===== src/sv/lav_pkg.sv =====
package lav_pkg;

  localparam int FW        = 32;          // Q16.16 word
  localparam int QBITS     = 16;          // fraction bits
  localparam int UW        = QBITS + 2;   // normalized component, |v| <= 1.0
  localparam int WW        = 64;          // wide accumulator
  localparam int REM_W     = FW + QBITS;  // divider remainder
  localparam int SQ_STEPS  = FW;          // root bits of a 64-bit radicand
  localparam int DIV_STEPS = QBITS + 1;   // quotient never exceeds 1.0
  localparam int QDEPTH    = 2;

  typedef logic signed [WW-1:0] wide_t;
  typedef logic [2:0][FW-1:0]   vec_t;
  typedef logic [2:0][UW-1:0]   uvec_t;
  typedef logic [1:0]           col_t;

  localparam col_t        LAST_COL = 2'd3;
  localparam logic [FW-1:0] Q_ONE  = 32'd65536;
  localparam wide_t QSCALE  = 64'sd65536;
  localparam wide_t FIX_MAX = 64'sd2147483647;
  localparam wide_t FIX_MIN = -64'sd2147483648;

  typedef struct packed {
    vec_t eye;
    vec_t up;
    vec_t f;
    logic fzero;
  } item_t;

  typedef struct packed {
    vec_t  eye;
    vec_t  up;
    uvec_t fn;
    logic  degen;
  } side_t;

  typedef struct packed {
    uvec_t s;
    vec_t  u;
    uvec_t f;
    vec_t  c3;
    logic  degen;
  } rec_t;

  function automatic logic [FW-1:0] sat32(input wide_t x);
    logic [FW-1:0] r;
    if (x > FIX_MAX) r = FIX_MAX[FW-1:0];
    else if (x < FIX_MIN) r = FIX_MIN[FW-1:0];
    else r = x[FW-1:0];
    return r;
  endfunction

  // truncates toward zero
  function automatic wide_t rescale(input wide_t x);
    return x / QSCALE;
  endfunction

endpackage


===== src/sv/lav_queue.sv =====
module lav_queue (
  input  logic           clk,
  input  logic           rst,
  input  logic           push_valid,
  output logic           push_ready,
  input  lav_pkg::item_t push_item,
  output logic           pop_valid,
  input  logic           pop_ready,
  output lav_pkg::item_t pop_item
);
  import lav_pkg::*;

  localparam int PW = $clog2(QDEPTH);
  localparam int CW = $clog2(QDEPTH + 1);

  item_t         slots [QDEPTH];
  logic [PW-1:0] wp, rp;
  logic [CW-1:0] cnt;
  logic          do_push, do_pop;

  assign push_ready = (cnt != CW'(QDEPTH));
  assign pop_valid  = (cnt != '0);
  assign pop_item   = slots[rp];
  assign do_push    = push_valid && push_ready;
  assign do_pop     = pop_valid && pop_ready;

  always_ff @(posedge clk) begin
    if (do_push) slots[wp] <= push_item;
  end

  always_ff @(posedge clk) begin
    if (rst) begin
      wp  <= '0;
      rp  <= '0;
      cnt <= '0;
    end else begin
      if (do_push) wp <= (wp == PW'(QDEPTH - 1)) ? '0 : wp + 1'b1;
      if (do_pop) rp <= (rp == PW'(QDEPTH - 1)) ? '0 : rp + 1'b1;
      if (do_push && !do_pop) cnt <= cnt + 1'b1;
      else if (do_pop && !do_push) cnt <= cnt - 1'b1;
    end
  end

endmodule


===== config.mk =====
export PLATFORM = sky130hd
export DESIGN_NAME = lav_queue
export DESIGN_NICKNAME = d
export VERILOG_FILES = /design/src/sv/lav_pkg.sv /design/src/sv/lav_queue.sv
export SDC_FILE = /design/constraint.sdc
export NUM_CORES = 1
export LEC_CHECK = 0
export BUFFER_PORTS_ARGS = -buffer_cell sky130_fd_sc_hd__buf_2
export CORE_MARGIN = 2
export CORE_UTILIZATION = 30
export DETAILED_ROUTE_END_ITERATION = 16
export PLACE_DENSITY = 0.57
export SETUP_SLACK_MARGIN = 0.4
export SYNTH_ARGS = -nofsm -noshare
export SYNTH_HDL_FRONTEND = slang
export SYNTH_SLANG_ARGS = --single-unit

===== constraint.sdc =====
create_clock -name clk -period 8.5 [get_ports clk]
set_clock_uncertainty 0.1 [all_clocks]
set_input_delay 0.425 -clock clk [delete_from_list [all_inputs] [get_ports clk]]
set_output_delay 0.425 -clock clk [all_outputs]
set_load 0.05 [all_outputs]

Yosys cells after proc, flatten, opt, wreduce, memory -nomap -nowiden

Memories as Yosys holds them, arrays and structs flattened. A register that Yosys moved wholly into a read port is not among the register bits.
Cells that the tools add are included.

ROM bits: 0
Input bits: 293
Memory bits (writable): 578
Output and inout port bits: 291
Register bits after elaboration: 4
Memories kept: 1
Latch bits: 0

$lt $le $gt $ge: 0
Reductions and logical operators: 8
Bitwise logic cells: 0
Mux-type cells: 8
Multiply operators: 0
Divide/modulo/power cells: 0
Shifts and indexed selects: 0
Add/subtract/negate cells: 4
Eq/ne operators: 1

Memory list:

| name  | words | width | rd ports | clocked after Yosys merged registers in | write ports | line            | text |
|---|---|---|---|---|---|---|---|
| slots | 2     | 289   | 1        | 1                                       | 1           | lav_queue.sv:16 | `item_t slots [QDEPTH];` |

Operator list:

| cell                                                               | count |
|---|---|
| 1-bit two-way mux                                                  | 6 |
| 1-bit logical AND                                                  | 4 |
| 2-bit two-way mux                                                  | 2 |
| 2-bit nonzero test                                                 | 2 |
| 1-bit adder, second input constant                                 | 2 |
| 2-bit by 1-bit adder with 2-bit output, second input constant      | 1 |
| 1-bit logical NOT                                                  | 2 |
| 2-bit != test, second input constant                               | 1 |
| 2-bit by 1-bit subtractor with 2-bit output, second input constant | 1 |

Longest topological paths before layout

Depth after elaboration: 6
Depth in mapped cells: 6
Gate-level depth less buffers: 6

Least setup slack after synthesis

OpenSTA, ideal clock, no wires.

Kind: register to register
From: register cnt[0]
To: memory slots[1][0] (netlist bit), enable pin
Required time: 7.711 ns
Stages on the path, launching flop included: 3
Slack: 0.073 ns
Buffers on the path: 0
Library setup time: 0.689 ns
Arrival time: 7.638 ns
Cell sequence: dfxtp_1 nand2b_1 and3_1

Cells in the longest elaborated chain, start to end: 4

RTL lines:

| item                                    | line            | text |
|---|---|---|
| start, declared                         | lav_queue.sv:18 | `logic [CW-1:0] cnt;` |
| start signal, assigned                  | lav_queue.sv:39 | `if (do_push && !do_pop) cnt <= cnt + 1'b1;` |
| start signal, assigned                  | lav_queue.sv:40 | `else if (do_pop && !do_push) cnt <= cnt - 1'b1;` |
| 2-bit != test                           | lav_queue.sv:21 | `assign push_ready = (cnt != CW'(QDEPTH));` |
| net push_ready                          | lav_queue.sv:5  | `output logic push_ready,` |
| 1-bit logical AND                       | lav_queue.sv:24 | `assign do_push = push_valid && push_ready;` |
| 1-bit two-way mux                       | lav_queue.sv:28 | `if (do_push) slots[wp] <= push_item;` |
| 1-bit two-way mux (not written as such) | lav_queue.sv:28 |  |
| end, declared                           | lav_queue.sv:16 |  |

The timed path passes the listed nets, and every way through them passes these cells.

==> results.json <==
{
  "min_period_over_period_pct": 40.2,
  "place_area_mm2": 0.0258,
  "worst_setup_path_start_kind": "flip-flop",
  "grt_pass1_vias": 12800,
  "ir_drop_mv": 0.211,
  "hold_depth": 3,
  "path_clk_slew_ps": 60,
  "ioPinCount": 584,
  "p_total_w": 0.00973,
  "r2r_start": "cnt[0]$_SDFFE_PP0P_",
  "coreArea_mm2": 0.0726,
  "seq_area_frac_synth_pct": 79.7,
  "fin_nets": 2128,
  "synth_edf_count": 578,
  "start_util_pct": 30.2,
  "portBuffers": 583,
  "cp-end-kind": "output pin",
  "grt_max_degree": 169,
  "final_max_slew_viol_count": 0,
  "drc_errors": 0,
  "cts-root-buf": "clkbuf_16",
  "die_h_um": 274,
  "reg2reg_to": "slots[1][180]$_DFFE_PP_",
  "cap_viol_max_count": 0,
  "hold-path-endpoint": "wp$_SDFFE_PP0P_",
  "ant_nets": 0,
  "dp_hpwl_mm": 31.2,
  "period_minus_slack_ps": 3410,
  "routed_via_density": 4.22,
  "synth_top_area_cell": "edfxtp_1",
  "synthArstFlopShare_pct": 0,
  "syn_area_per_cell_um2": 23.7,
  "design.die.area_mm2": 0.0752,
  "synth_cell_types": 19,
  "drt_iter0_drc": 639,
  "leakage_nw": 11.7,
  "pwr_density_cell_mw_per_mm2": 318,
  "synthCells": 923,
  "crit_fanout": 129,
  "synth.most_common_cell": "edfxtp_1",
  "status": "finished, final reports clean",
  "path_class": "flip-flop to output pin",
  "tns_ps": 0,
  "cts_made_buffers": 61,
  "gp_congestion": 0.760,
  "timing.slew.headroom_pct": 14.8,
  "reg2reg_setup_slack_ps": 5430,
  "synth.top_cells.by_count": "578 x edfxtp_1, 200 x mux2_4, 89 x mux2_2, 25 x buf_6, 7 x buf_2",
  "reg2reg_depth": 4,
  "seqCellArea_mm2": 0.0175,
  "ys.warnings.count": 0,
  "gr-total-overflow": 0,
  "htree_levels": 2,
  "grt_util_all_layers_pct": 12.4,
  "synthTopCellsByArea": "edfxtp_1 79%, mux2_4 14%, mux2_2 4.6%",
  "multiInputGateArea_mm2": 0.00413,
  "synth_top_cell_area_share_pct": 79.3,
  "holdCritPathClass": "input pin to flip-flop",
  "syn_area_mm2": 0.0219,
  "die_x_um": 274,
  "firstDrtPassIters": 4,
  "antenna_found_initial": 1,
  "synth_nets": 1217,
  "worstPathRequired_ps": 7980,
  "synth_ff_type": "edfxtp_1",
  "area_growth_pct": 39.8,
  "cts_tree": "yes",
  "drive_above_1_share_pct": 51.7,
  "wl_mm": 49.7,
  "cts_buffer_depth": 3,
  "setup_violations": 0,
  "max_freq_mhz": 293,
  "num_rows": 99,
  "ys_ff_latch": 583,
  "worstMarginPinSlew_ps": 1280,
  "grt_pass1_wl_mm": 72.3,
  "hold_viol_final": 0,
  "fillers": 6476,
  "final_area_mm2": 0.0306,
  "wire_per_inst_um": 17.5,
  "cts-resized-gates": 0,
  "cts.sinks": 583,
  "worstSkewPairLatency_ps": 600,
  "min_from": "push_valid",
  "grt_setup_unrepaired": "false",
  "cp.arrival_ps": 2890,
  "via_count": 12000
}
-- cell type report --
| type | count | area share [%] |
|---|---|---|
| diodes | 1 | 0.00817 |
| clock buffers | 74 | 5.35 |
| clock inverters | 40 | 0.830 |
| inverters | 1 | 0.0368 |
| multi-input cells | 307 | 13.5 |
| flip-flops and latches | 583 | 57.0 |
| well taps | 959 | 3.92 |
| repair buffers | 880 | 19.3 |
-- routing by layer --
| metal | wire length (um) | GRT usage (%) | part of all wire, % |
|---|---|---|---|
| met1 | 18700 | 13.6 | 38 |
| met2 | 26100 | 22.4 | 52 |
| met3 | 3530 | 3.84 | 7.1 |
| met4 | 1400 | 4.29 | 2.8 |
| met5 | 0 | 0 | 0 |
-- flip-flops by register name, indices dropped and copies added, names as in the netlist, named ones only --
signal and cells:
cnt 2, rp 1, slots 578, wp 1
-- how the worst max path moves through the flow --
stage / slack (ps) / depth (start not counted) / start / to
floorplan: 1150 / 3 / cnt[0]$_SDFFE_PP0P_ / slots[0][0]$_DFFE_PP_
global placement: 5480 / 4 / cnt[0]$_SDFFE_PP0P_ / slots[1][224]$_DFFE_PP_
detailed placement: 5450 / 4 / cnt[0]$_SDFFE_PP0P_ / slots[1][206]$_DFFE_PP_
CTS: 5040 / 3 / flip-flop / pop_item[1]
global route: 4960 / 3 / flip-flop / pop_item[185]
finish: 5090 / 3 / flip-flop / pop_item[185]
-- placed cells by master, fill, tap and decap left out, types with 4 or more instances in the layout --
cell / synthesis / layout
buf_2: 7 / 583
edfxtp_1: 578 / 578
dlygate4sd3_1: 0 / 290
mux2_4: 200 / 200
mux2_2: 89 / 89
clkbuf_16: 0 / 63
clkinv_2: 0 / 17
clkinv_1: 0 / 15
clkbuf_1: 0 / 9
dfxtp_1: 5 / 4
buf_12: 0 / 4
-- timing repair --
item / 4_1_cts / 5_1_grt
hold endpoints to repair: 583 / 0
hold buffers: 290 / 0
buffers inserted: 0 / 0
-- report_power, final --
part	internal (W)	leakage, nW	switching, W
clock	0.00142	0.939	0.00107
combinational	0.00112	5.37	0.00242
sequential	0.00360	5.44	0.000106
total	0.00614	11.7	0.00360
-- per-stage QoR --
step	instances	util, %	hold slack, ps	setup WS [ps]
4_1_cts	2844	42.2	1.24	5040
5_1_grt	2845	42.2	34.5	4960
6_report	2845	42.2	53.5	5090
3_3_place_gp	2440	35.6	388	5480
3_5_place_dp	2440	35.6	400	5450
2_1_floorplan	923	-	371	1150
-- kinds of logic after synthesis --
kind of cell / after synthesis / share of synthesized area (%)
fa+ha+maj: 1 / 0.0571
simple gates: 9 / 0.229
flops: 583 / 79.7
mux: 289 / 18.3
compound gates: 5 / 0.137
buf+inv: 33 / 1.46
xor+xnor: 3 / 0.120
-- critical path, stage by stage (launching register included) --
cell and delay (ps):
dfxtp_4 720, buf_12 570, mux2_4 330, buf_2 260
Note: power is estimated with default switching activity, not from simulation.
