`src/sv/lav_pkg.sv`:
```
package lav_pkg;

  localparam int FW        = 32;          // Q16.16 word
  localparam int QBITS     = 16;          // fraction bits
  localparam int UW        = QBITS + 2;   // normalized component, |v| <= 1.0
  localparam int WW        = 64;          // wide accumulator
  localparam int REM_W     = FW + QBITS;  // divider remainder
  localparam int SQ_STEPS  = FW;          // root bits of a 64-bit radicand
  localparam int DIV_STEPS = QBITS + 1;   // quotient never exceeds 1.0
  localparam int QDEPTH    = 2;

  typedef logic signed [WW-1:0] wide_t;
  typedef logic [2:0][FW-1:0]   vec_t;
  typedef logic [2:0][UW-1:0]   uvec_t;
  typedef logic [1:0]           col_t;

  localparam col_t        LAST_COL = 2'd3;
  localparam logic [FW-1:0] Q_ONE  = 32'd65536;
  localparam wide_t QSCALE  = 64'sd65536;
  localparam wide_t FIX_MAX = 64'sd2147483647;
  localparam wide_t FIX_MIN = -64'sd2147483648;

  typedef struct packed {
    vec_t eye;
    vec_t up;
    vec_t f;
    logic fzero;
  } item_t;

  typedef struct packed {
    vec_t  eye;
    vec_t  up;
    uvec_t fn;
    logic  degen;
  } side_t;

  typedef struct packed {
    uvec_t s;
    vec_t  u;
    uvec_t f;
    vec_t  c3;
    logic  degen;
  } rec_t;

  function automatic logic [FW-1:0] sat32(input wide_t x);
    logic [FW-1:0] r;
    if (x > FIX_MAX) r = FIX_MAX[FW-1:0];
    else if (x < FIX_MIN) r = FIX_MIN[FW-1:0];
    else r = x[FW-1:0];
    return r;
  endfunction

  // truncates toward zero
  function automatic wide_t rescale(input wide_t x);
    return x / QSCALE;
  endfunction

endpackage

```
`src/sv/lav_front.sv`:
```
module lav_front (
  input  logic           clk,
  input  logic           rst,
  input  logic           req_valid,
  output logic           req_ready,
  input  lav_pkg::vec_t  eye,
  input  lav_pkg::vec_t  center,
  input  lav_pkg::vec_t  up,
  output logic           push_valid,
  input  logic           push_ready,
  output lav_pkg::item_t push_item
);
  import lav_pkg::*;

  logic  fv;
  item_t fi;
  item_t item_next;

  assign req_ready  = !fv || push_ready;
  assign push_valid = fv;
  assign push_item  = fi;

  always_comb begin
    wide_t d;
    d = '0;
    item_next.eye = eye;
    item_next.up  = up;
    for (int i = 0; i < 3; i++) begin
      d = wide_t'($signed(center[i])) - wide_t'($signed(eye[i]));
      item_next.f[i] = sat32(d);
    end
    item_next.fzero = (item_next.f == '0);
  end

  always_ff @(posedge clk) begin
    if (rst) fv <= 1'b0;
    else if (req_ready) fv <= req_valid;
  end

  always_ff @(posedge clk) begin
    if (req_valid && req_ready) fi <= item_next;
  end

endmodule

```
`config.mk`:
```
export PLATFORM = sky130hd
export DESIGN_NAME = lav_front
export DESIGN_NICKNAME = d
export VERILOG_FILES = /design/src/sv/lav_pkg.sv /design/src/sv/lav_front.sv
export SDC_FILE = /design/constraint.sdc
export NUM_CORES = 1
export LEC_CHECK = 0
export ABC_AREA = 1
export BUFFER_PORTS_ARGS = -buffer_cell sky130_fd_sc_hd__buf_2
export CAP_MARGIN = 20
export CORE_UTILIZATION = 23
export CTS_CLUSTER_DIAMETER = 50
export DETAILED_ROUTE_END_ITERATION = 16
export SYNTH_ARGS = -nofsm -noshare
export SYNTH_HDL_FRONTEND = slang
export SYNTH_SLANG_ARGS = --single-unit
```
`constraint.sdc`:
```
create_clock -name clk -period 15.7 [get_ports clk]
set_input_delay 1.57 -clock clk [delete_from_list [all_inputs] [get_ports clk]]
set_output_delay 1.57 -clock clk [all_outputs]
set_load 0.02 [all_outputs]
```
Word-level counts from Yosys, hierarchy flattened --
Index checks and enable logic that the tools add are counted.
Word-level totals: output and inout port bits 291, input port bits 292, register bits 290, word-level logic and storage cells 30
Operators by class: add/sub/neg operators 3, reduce and logical (&&, ||, !) cells 4, magnitude comparators 6, mux-type cells 6
Operators with widths (number):
- $mux W32 | 6
- $gt A33 B32 Y1 const B | 3
- $lt A33 B32 Y1 const B | 3
- $sub A32 B32 Y33 | 3
- $logic_not A96 Y1 | 1
- $logic_and A1 B1 Y1 | 1
- $logic_not A1 Y1 | 1
- $logic_or A1 B1 Y1 | 1

Logic depth before layout (Yosys ltp) --
Gate-level depths: netlist of run 1.
depth in word-level cells 5, mapped depth 25, gate-level depth less buffers 24

Worst setup path before layout of run 1 --
Ideal clock, no wire load.
kind input to register, from input req_valid, to register fi (netlist bit push_item[0]) (enable), arrival time 15.464 ns, stages 2, data required time 14.663 ns, setup time 1.037 ns, slack -0.800 ns, path buffers 0, path through inv_1 > a21oi_1
Between the ends: longest elaborated chain between the ends 1
RTL lines:
- from (decl) | line lav_front.sv:4 | input logic req_valid,
- $logic_and A1 B1 Y1 | line lav_front.sv:41 | if (req_valid && req_ready) fi <= item_next;
- to (signal assigned) | line lav_front.sv:41
- to (decl) | line lav_front.sv:16 | item_t fi;
No other way between the ends. A chain may end at the register's enable or synchronous reset.

==> results.json, run 1 <==
{
  "status": "completed",
  "worst-path-buf-inv": 3,
  "path_depth": 22,
  "coreArea_um2": 71730,
  "gp_congestion": 0.9060,
  "cts_max_level": 2,
  "rsz0062_at_grt": "no",
  "worst_pin_slew_ns": 1.077,
  "wire_per_inst_um": 16.25,
  "crit_chain": "buf_2 > ha_1 > fa_1 > inv_1 > nand3_1 > nand2_2 > nand2_1 > nand2_2 > nand2_1 > nand2_2 > nand2_2 > nand2_1 > nand2_2 > nand2_4 > nor2_1 > inv_1 > nand3_1 > nor2_1 > nand4_1 > nor2_1 > nand4_1 > nor2_1",
  "r2r_start": "push_valid$_SDFFE_PP0N_",
  "clk-insertion-delay-late_ns": 0.57,
  "clock-sinks": 290,
  "fin_crit_ns": 4.597,
  "grt-ovfl-total": 0,
  "place_area_um2": 20790,
  "synthTopCellsByArea": "edfxtp_1, nand2_1, inv_1, ha_1, nor2_1",
  "yosysTopAreaCellShare_pct": 51.80,
  "drtAntennaViolNets": 0,
  "p_sw_share_pct": 32.40,
  "crit_slowest_cell": "inv_1",
  "intPower_uw": 1720,
  "synth-simple-area-share_pct": 22.80,
  "yosys.area_share.adder_pct": 7.528,
  "ys.flop_type": "edfxtp_1",
  "maxCapViolCount": 0,
  "crit_type": "primary input to register",
  "synth_seq_cells": 290,
  "initial_utilization_pct": 23.36,
  "ys_types": 40,
  "cts_resized": 0,
  "cp-startpoint": "eye[0]",
  "yosysTopAreaCell": "edfxtp_1",
  "endpoint_kind": "register",
  "synth-edff-count": 289,
  "first_pass_iters": 5,
  "wl_mm": 57.30,
  "critPathMaxStageDelay_ns": 0.70,
  "r2r-end": "push_item[0]$_DFFE_PP_",
  "drc_errors": 0,
  "finalInstanceArea_um2": 22180,
  "setup_tns_ns": 0,
  "io_buffer_count": 582,
  "clk_pin_slew_ns": 0.05,
  "grt.total_usage_pct": 14.84,
  "max_slew_margin_pct": 28.20,
  "synth_top_family_by_area": "simple AND/OR/NAND/NOR gates",
  "grt_pass1_wl_mm": 84.02,
  "antenna_found_initial": 6,
  "grt_pass1_vias": 14121,
  "synthesis.area_um2": 16750,
  "clock_path_buffers": 3,
  "muxShareOfSynthArea_pct": 0,
  "powerDensity_nw_per_um2": 114.7,
  "ctsHoldBuffers": 0,
  "ir_drop_mv": 0.07628,
  "row_count": 98,
  "start_kind": "primary input",
  "via_per_inst": 4.193,
  "cp_data_arrival_time_ns": 5.00,
  "postSynthAreaPerCell_um2": 8.676,
  "yosys.area_share.xor_xnor_pct": 3.032,
  "p_leak_uw": 0.01104,
  "path_common_cell": "nand2_2",
  "tritoncts": "yes",
  "cts-root-buf": "clkbuf_16",
  "p_seq_share_pct": 38.0,
  "die_h_um": 271.9,
  "postCtsSetupBuffers": 0,
  "cp_data_required_time_ns": 16.11,
  "crit_fanout": 33,
  "clock_power_share_pct": 36.6,
  "synth-compound-area-share_pct": 6.505,
  "num_vias": 14790,
  "r2r_cells": 4,
  "hold_depth": 2,
  "ff2ff_setup_slack_ns": 12.29,
  "hold_class": "register to register",
  "max_freq_ghz": 0.2175,
  "drive_gt1_share_pct": 27.58,
  "endpoint": "push_item[0]$_DFFE_PP_",
  "hold_viol": 0,
  "cts-buffers-inserted": 41,
  "synthCells": 1931,
  "crit_family": "simple AND/OR/NAND/NOR gates",
  "drtIter0Drc": 776,
  "num_io_pins": 583,
  "die-area_um2": 73920,
  "synth_fp_nets": 2322,
  "yosysWarningCount": 0,
  "grt_max_degree": 82,
  "p_sw_uw": 824.5,
  "synthArstFlopShare_pct": 0,
  "maxSlewViolCount": 0,
  "synth-seq-area-share_pct": 51.92,
  "layout.nets": 2932,
  "combinationalPowerShare_pct": 25.4,
  "finClkSkew_ns": 0.02773,
  "die_x_um": 271.9,
  "syn2layout_area_growth_pct": 32.38,
  "final-setup-viol-count": 0,
  "fin_crit_sh_pct": 29.28,
  "dp_hpwl_mm": 47.93
}
-- stage by stage --
step	std cells	util (%)	hold slack, ns	worst slack [ns]	total power [uW]
floorplan	1931	-	0.7183	5.181	1407
global placement	3448	28.98	0.5341	10.54	1631
detailed placement	3448	28.98	0.5368	10.42	1633
CTS	3524	30.91	0.5443	11.03	2583
global route	3526	30.92	0.5718	10.68	2684
finish	3527	30.92	0.5417	11.10	2545
-- flip-flops by register name, indices dropped and copies added, names as in the netlist --
signal,count
push_valid,1
push_item,289
-- cell families (layout without fill, tap and decap cells) --
group / count (synthesis) / after routing
adders and majority gates: 99 / 99
DFF: 290 / 290
and+or+nand+nor: 937 / 937
buffers and inverters: 355 / 998
other: 0 / 3
xor gates and xnor gates: 58 / 58
AOI/OAI and AO/OA: 192 / 192
-- cell usage in the layout, fill, tap and decap left out, types with 42 or more instances in the layout --
| cell | n |
|---|---|
| a21oi_1 | 92 |
| buf_2 | 582 |
| clkbuf_16 | 42 |
| edfxtp_1 | 289 |
| ha_1 | 96 |
| inv_1 | 327 |
| nand2_1 | 656 |
| nand3_1 | 72 |
| nor2_1 | 131 |
| o21ai_0 | 46 |
-- worst min-delay path, cell delays in order, from the launching register on --
cell     delay, ns
dfxtp_1       0.34
nand2_1       0.10
a21oi_1       0.06
-- cell usage after synthesis, drive strengths merged, types with 15 or more instances --
master and n:
nor2 133, edfxtp 289, nand3 72, nand2 685
xor2 39, buf 18, inv 334, a21oi 100
nor3 17, ha 96, nand4 15, o21ai 66
xnor2 19
-- area by class of cell --
type | count | area, um^2
multi-input cells | 1286 | 6690
repair buffers | 588 | 2958
flip-flops and latches | 290 | 8698
fillers | 7689 | 49550
well taps | 950 | 1189
clock buffers | 52 | 1099
diodes | 3 | 7.507
inverters | 334 | 1254
clock inverters | 24 | 284.0
-- power by group through the flow --
stage	Combinational, uW	Clock (uW)	Sequential [uW]
2_1_floorplan	322	0	1090
3_3_place_gp	649	0	982
3_5_place_dp	650	0	984
4_1_cts	653	962	969
5_1_grt	717	994	973
6_report	646	932	967
-- layer usage --
| metal | part of all wire [%] | wire [um] | track usage, % |
|---|---|---|---|
| met5 | 0.044 | 25 | 0 |
| met4 | 2.5 | 1431 | 4.376 |
| met3 | 6.2 | 3546 | 3.033 |
| met2 | 48 | 27340 | 24.84 |
| met1 | 44 | 24950 | 19.22 |
-- how the worst min path moves through the flow --
stage,start,slack (ns),to
3_3_place_gp,push_valid$_SDFFE_PP0N_,0.53,push_valid$_SDFFE_PP0N_
6_report,push_valid$_SDFFE_PP0N_,0.54,push_valid$_SDFFE_PP0N_
4_1_cts,push_valid$_SDFFE_PP0N_,0.54,push_valid$_SDFFE_PP0N_
5_1_grt,push_valid$_SDFFE_PP0N_,0.57,push_valid$_SDFFE_PP0N_
2_1_floorplan,push_valid$_SDFFE_PP0N_,0.72,push_valid$_SDFFE_PP0N_
3_5_place_dp,push_valid$_SDFFE_PP0N_,0.54,push_valid$_SDFFE_PP0N_
Power figures use the tool's default switching activity.
==> run 2: changes to the inputs <==
--- a/config.mk
+++ b/config.mk
@@ -5,7 +5,7 @@
 export SDC_FILE = /design/constraint.sdc
 export NUM_CORES = 1
 export LEC_CHECK = 0
-export ABC_AREA = 1
+export ABC_AREA = 0
 export BUFFER_PORTS_ARGS = -buffer_cell sky130_fd_sc_hd__buf_2
 export CAP_MARGIN = 20
 export CORE_UTILIZATION = 23
==> constraint.sdc (replaced) <==
create_clock -name clk -period 4.7 [get_ports clk]
set_input_delay 0.47 -clock clk [delete_from_list [all_inputs] [get_ports clk]]
set_output_delay 0.47 -clock clk [all_outputs]
set_load 0.02 [all_outputs]
==> run 2 against run 1 <==
- flip-flop and latch count did not move
- non-clock buffer count rose by 9
- critical path depth down 8
- count of clock-buffer cells in the layout fell by 1
- first-iteration DRC count is 11% higher
- utilization rose by 0.78 points
- global-route usage increased by 0.072 points
- hold slack worse by 0.49 ns
- sequential power rose to 3.3 times the previous value
- synthesized area decreased by 6.4%
- critical path type unchanged
- critical endpoint is now push_item[8]$_DFFE_PP_
- largest power group is now the clock network
- highest routed layer unchanged
==> results.json, run 2 <==
{
  "cts_resized": 0,
  "final_common_cell": "buf_2",
  "maxSlewViolCount": 0,
  "hold_viol": 0,
  "fillers": 6893,
  "timing.hold.worst.start": "rst",
  "ys.flop_type": "edfxtp_1",
  "die_h_um": 263.1,
  "initial_utilization_pct": 23.31,
  "dp_hpwl_mm": 43.08,
  "layout.nets": 2363,
  "worst-path-buf-inv": 3,
  "tritoncts": "yes",
  "cts_max_level": 2,
  "finalInstanceArea_um2": 21320,
  "combinationalPowerShare_pct": 22.5,
  "cp_data_arrival_time_ns": 4.06,
  "drive_gt1_share_pct": 36.25,
  "synth_fp_nets": 1755,
  "clk-insertion-delay-late_ns": 0.56,
  "clock_power_share_pct": 40.8,
  "setup_tns_ns": 0,
  "critPathMaxStageDelay_ns": 0.62,
  "intPower_uw": 6045,
  "maxCapViolCount": 0,
  "cts-root-buf": "clkbuf_16",
  "ys_types": 90,
  "hold_depth": 2,
  "synth-edff-count": 289,
  "coreArea_um2": 67280,
  "grt_max_degree": 80,
  "cp_data_required_time_ns": 4.98,
  "cts-buffers-inserted": 48,
  "worst_pin_slew_ns": 0.9110,
  "r2r_start": "push_valid$_SDFFE_PP0N_",
  "crit_fanout": 20,
  "synthCells": 1364,
  "row_count": 95,
  "postSynthAreaPerCell_um2": 11.50,
  "yosysMostFrequentCell": "edfxtp_1",
  "postCtsSetupBuffers": 0,
  "p_sw_uw": 2749,
  "synth-seq-area-share_pct": 55.46,
  "grt_pass1_wl_mm": 80.96,
  "final-setup-viol-count": 0,
  "max_freq_ghz": 0.2645,
  "grt-ovfl-total": 0,
  "p_leak_uw": 0.009186,
  "ir_drop_mv": 0.2379,
  "status": "completed",
  "finalPower_uw": 8794,
  "drtIter0Drc": 865,
  "first_pass_iters": 8,
  "min_to": "push_valid$_SDFFE_PP0N_",
  "fin_crit_ns": 3.780,
  "clock-sinks": 290,
  "synth_seq_cells": 290,
  "grt_pass1_vias": 13716,
  "fin_crit_sh_pct": 80.43,
  "drtAntennaViolNets": 0,
  "crit_type": "primary input to register",
  "num_vias": 13432,
  "endpoint_kind": "register",
  "rsz0062_at_grt": "no",
  "r2r_cells": 3,
  "clock_path_buffers": 3,
  "r2r-end": "push_item[281]$_DFFE_PP_",
  "yosysTopAreaCellShare_pct": 55.33,
  "powerDensity_nw_per_um2": 412.4,
  "crit_family": "compound AO/OA/AOI/OAI gates",
  "placed_cells": 2795,
  "final_cells": 2885,
  "synthTopCellsByArea": "edfxtp_1, ha_1, o21ai_0, a21oi_1, inv_1",
  "clk_pin_slew_ns": 0.06,
  "gp_congestion": 0.9489,
  "place_area_um2": 19680,
  "syn2layout_area_growth_pct": 35.94,
  "finClkSkew_ns": 0.01108,
  "io_buffer_count": 582,
  "layout_common_cells": "buf_2, edfxtp_1, o21ai_0, inv_1, a21oi_1",
  "ff2ff_setup_slack_ns": 2.63,
  "grt.total_usage_pct": 14.91,
  "largest_reg_flops": 289,
  "drc_errors": 0,
  "antenna_found_initial": 3,
  "via_per_inst": 4.656,
  "synthArstFlopShare_pct": 0,
  "die_x_um": 263.1,
  "p_seq_share_pct": 36.7,
  "max_slew_margin_pct": 39.27,
  "hold_class": "primary input to register",
  "wl_mm": 53.58,
  "crit_chain": "buf_2 > inv_1 > ha_1 > nor2b_1 > o2111ai_1 > a211oi_2 > a31oi_2 > o31ai_2 > nand4_1 > nand3_1 > nand2_1 > o22ai_2 > buf_4 > o21ai_0",
  "num_io_pins": 583,
  "die-area_um2": 69250,
  "start_kind": "primary input",
  "yosysTopAreaCell": "edfxtp_1",
  "wire_per_inst_um": 18.57,
  "synth_common_cells": "edfxtp_1, o21ai_0, inv_1",
  "crit_slowest_cell": "o22ai_2",
  "p_sw_share_pct": 31.26,
  "ctsHoldBuffers": 0,
  "synthesis.area_um2": 15690,
  "yosysWarningCount": 0
}
run 2: final cells by class:
cell class	count	area (um^2)	share of cell area (%)
antenna	1	2.502	0.01174
sequential	290	8698	40.79
clock inverter	38	426.7	2.001
multi-input combinational	908	6364	29.84
timing repair buffer	597	3050	14.31
clock buffer	51	1212	5.686
tap	873	1092	5.123
inverter	127	476.7	2.236
run 2: worst max-delay path by stage:
stage | from | end | slack, ns | depth (start not counted)
after floorplan | center[32] | push_item[0]$_DFFE_PP_ | 1.38 | 14
after global placement | eye[1] | push_item[3]$_DFFE_PP_ | 0.39 | 14
after detailed placement | eye[1] | push_item[8]$_DFFE_PP_ | 0.39 | 14
after CTS | eye[1] | push_item[8]$_DFFE_PP_ | 0.98 | 14
after global routing | eye[1] | push_item[9]$_DFFE_PP_ | 0.73 | 14
final | eye[1] | push_item[8]$_DFFE_PP_ | 0.92 | 14
run 2: cell families after synthesis:
| kind of cell | Yosys count | synth area share (%) |
|---|---|---|
| AOI/OAI and AO/OA | 422 | 17.68 |
| and+or+nand+nor | 311 | 10.45 |
| DFF | 290 | 55.46 |
| buffers and inverters | 166 | 4.052 |
| adders and majority gates | 99 | 8.041 |
| xor gates and xnor gates | 68 | 3.797 |
| muxes | 8 | 0.5265 |
run 2: stage by stage:
stage	utilization [%]	worst slack (ns)	hold WS, ns
2_1_floorplan	-	1.376	0.5391
5_1_grt	31.69	0.7350	0.03713
4_1_cts	31.69	0.9823	0.003775
3_3_place_gp	29.25	0.3910	0.5017
6_report	31.69	0.9196	0.04956
3_5_place_dp	29.25	0.3949	0.5216
run 2: power groups by stage:
stage	combinational [uW]	sequential, uW	clock, uW
after floorplan	927	3580	0
after global placement	1970	3270	0
after detailed placement	1980	3280	0
after CTS	1990	3230	3690
after global routing	2150	3250	3800
final	1980	3220	3590
run 2: worst register-to-register path, stage by stage, from the launching register on:
cell and delay, ns:
dfxtp_1 0.32, nand2b_1 0.11, and2_4 0.74, buf_12 0.48
run 2: routing by layer:
metal,track usage [%],vias to the layer above,routed length (um),part of all wire [%]
met4,3.714,2,1088,2.0
met5,0,-,10,0.019
met1,18.09,6494,22000,41
li1,-,6362,-,-
met3,4.527,74,4202,7.8
met2,25.61,500,26290,49
==> run 3: changes to the inputs <==
==> constraint.sdc (replaced) <==
create_clock -name clk -period 3.6 [get_ports clk]
set_input_delay 0.36 -clock clk [delete_from_list [all_inputs] [get_ports clk]]
set_output_delay 0.36 -clock clk [all_outputs]
set_load 0.02 [all_outputs]
==> run 3 against run 2 <==
- hold slack got worse by 0.012 ns
- setup slack worse by 0.86 ns
- utilization is 4.5 points higher
- wire length grew 5.9%
- critical endpoint is now push_item[0]$_DFFE_PP_
- largest cell class unchanged
==> results.json, run 3 (synthesis gave the netlist of run 2 again) <==
{
  "hold_viol": 0,
  "row_count": 95,
  "placed_cells": 2928,
  "maxCapViolCount": 0,
  "ff2ff_setup_slack_ns": 1.75,
  "drc_errors": 0,
  "crit_slowest_cell": "dlygate4sd3_1",
  "die_h_um": 263.1,
  "start_kind": "primary input",
  "worst_pin_slew_ns": 0.5955,
  "layout.nets": 2686,
  "drive_gt1_share_pct": 37.21,
  "io_buffer_count": 582,
  "hold_class": "primary input to register",
  "wl_mm": 56.73,
  "p_leak_uw": 0.01065,
  "clock-sinks": 290,
  "first_pass_iters": 5,
  "via_per_inst": 4.576,
  "die-area_um2": 69250,
  "drtIter0Drc": 903,
  "finalInstanceArea_um2": 24330,
  "wire_per_inst_um": 17.69,
  "cp_data_arrival_time_ns": 3.93,
  "critPathMaxStageDelay_ns": 0.54,
  "grt_pass1_vias": 15528,
  "num_io_pins": 583,
  "grt.total_usage_pct": 15.84,
  "clk_pin_slew_ns": 0.05,
  "max_slew_margin_pct": 59.80,
  "timing.hold.worst.start": "eye[62]",
  "fillers": 6661,
  "crit_family": "compound AO/OA/AOI/OAI gates",
  "gp_congestion": 0.8943,
  "rsz0062_at_grt": "yes",
  "cts_max_level": 2,
  "max_freq_ghz": 0.2826,
  "status": "completed",
  "cp_data_required_time_ns": 3.99,
  "drtAntennaViolNets": 0,
  "finalPower_uw": 11890,
  "area.sequential_um2": 8698,
  "place_area_um2": 20740,
  "grt_max_degree": 91,
  "worst-path-buf-inv": 4,
  "grt_pass1_wl_mm": 86.88,
  "cts-root-buf": "clkbuf_16",
  "antenna_found_initial": 2,
  "path_depth": 16,
  "tritoncts": "yes",
  "crit_type": "primary input to register",
  "dp_hpwl_mm": 44.14,
  "grt-ovfl-total": 0,
  "powerDensity_nw_per_um2": 488.8,
  "coreArea_um2": 67280,
  "fin_crit_ns": 3.538,
  "clock_path_buffers": 3,
  "crit_fanout": 4,
  "min_to": "push_item[255]$_DFFE_PP_",
  "fin_crit_sh_pct": 98.28,
  "crit_chain": "dlygate4sd3_1 > buf_2 > inv_1 > ha_1 > a21oi_1 > o21ai_0 > nand2b_1 > a211oi_1 > a211oi_1 > buf_4 > o21ai_0 > xor2_1 > nand4_1 > and4b_1 > o2111ai_1 > a221oi_2",
  "r2r_cells": 3,
  "final_common_cell": "buf_2",
  "r2r_start": "push_valid$_SDFFE_PP0N_",
  "timing.hold.ws_ns": 0.03795,
  "multi_input_area_um2": 6431,
  "final_cells": 3207,
  "hold_depth": 1,
  "ir_drop_mv": 0.3324,
  "finClkSkew_ns": 0.02636,
  "largest_reg_flops": 289,
  "die_x_um": 263.1,
  "clk-insertion-delay-late_ns": 0.57,
  "endpoint_kind": "register",
  "setup_tns_ns": 0,
  "num_vias": 14676,
  "layout_common_cells": "buf_2, edfxtp_1, dlygate4sd3_1, buf_4, o21ai_0",
  "syn2layout_area_growth_pct": 55.14,
  "r2r-end": "push_item[88]$_DFFE_PP_",
  "initial_utilization_pct": 23.31,
  "maxSlewViolCount": 0,
  "final-setup-viol-count": 0,
  "cts-buffers-inserted": 46
}
[run 3: cell count changes in the layout (fill, tap and decap cells not counted), sizes merged]
cell / change
dlygate4sd3: +191
buf: +134
clkinvlp: -1
bufinv: +1
clkbuf: -2
inv: -1
[run 3: worst register-to-register path, cell delays in order (launching register included)]
cell,delay [ns]
dfxtp_1,0.32
nand2b_1,0.11
and2_4,0.50
buf_12,0.43
[run 3: worst max-delay path by stage]
| stage | from | to |
|---|---|---|
| floorplan | center[32] | push_item[0]$_DFFE_PP_ |
| global placement | center[32] | push_item[0]$_DFFE_PP_ |
| detailed placement | eye[32] | push_item[0]$_DFFE_PP_ |
| CTS | eye[11] | push_item[0]$_DFFE_PP_ |
| global route | eye[18] | push_item[0]$_DFFE_PP_ |
| finish | eye[18] | push_item[0]$_DFFE_PP_ |
[run 3: metrics by stage]
step	setup WS [ns]	utilization (%)
after floorplan	0.3863	-
after global placement	-0.3136	30.83
after detailed placement	-0.3891	30.83
after CTS	0.02205	36.05
after global routing	-0.1639	36.17
final	0.06189	36.17
[run 3: metal layers]
metal / part of all wire (%) / up-vias / routed length, um / global-route usage, %
met3: 8.6 / 93 / 4856 / 5.434
met1: 40 / 7032 / 22470 / 18.03
met2: 49 / 545 / 27750 / 27.48
li1: - / 7004 / - / -
met4: 2.9 / 2 / 1643 / 5.437
met5: 0.021 / - / 12 / 0
[run 3: report_power, final]
group          switching [uW]  internal (uW)  total [uW]
logic                    1800           1260        3050
registers                86.4           4130        4220
clock network            1770           2850        4620
[run 3: final cells by class]
type / instances / area share [%]
diodes: 1 / 0.01028
clock buffers: 49 / 4.777
clock inverters: 37 / 1.805
inverters: 127 / 1.959
multi-input cells: 908 / 26.43
flip-flops and latches: 290 / 35.75
well taps: 873 / 4.489
repair buffers: 922 / 24.78
[run 3: repair_timing]
| action | CTS | global route |
|---|---|---|
| gates resized for setup | 0 | 13 |
| setup buffers | 0 | 1 |
| hold endpoints to repair | 190 | 0 |
| hold buffers | 191 | 0 |
| setup endpoints to repair | 0 | 69 |
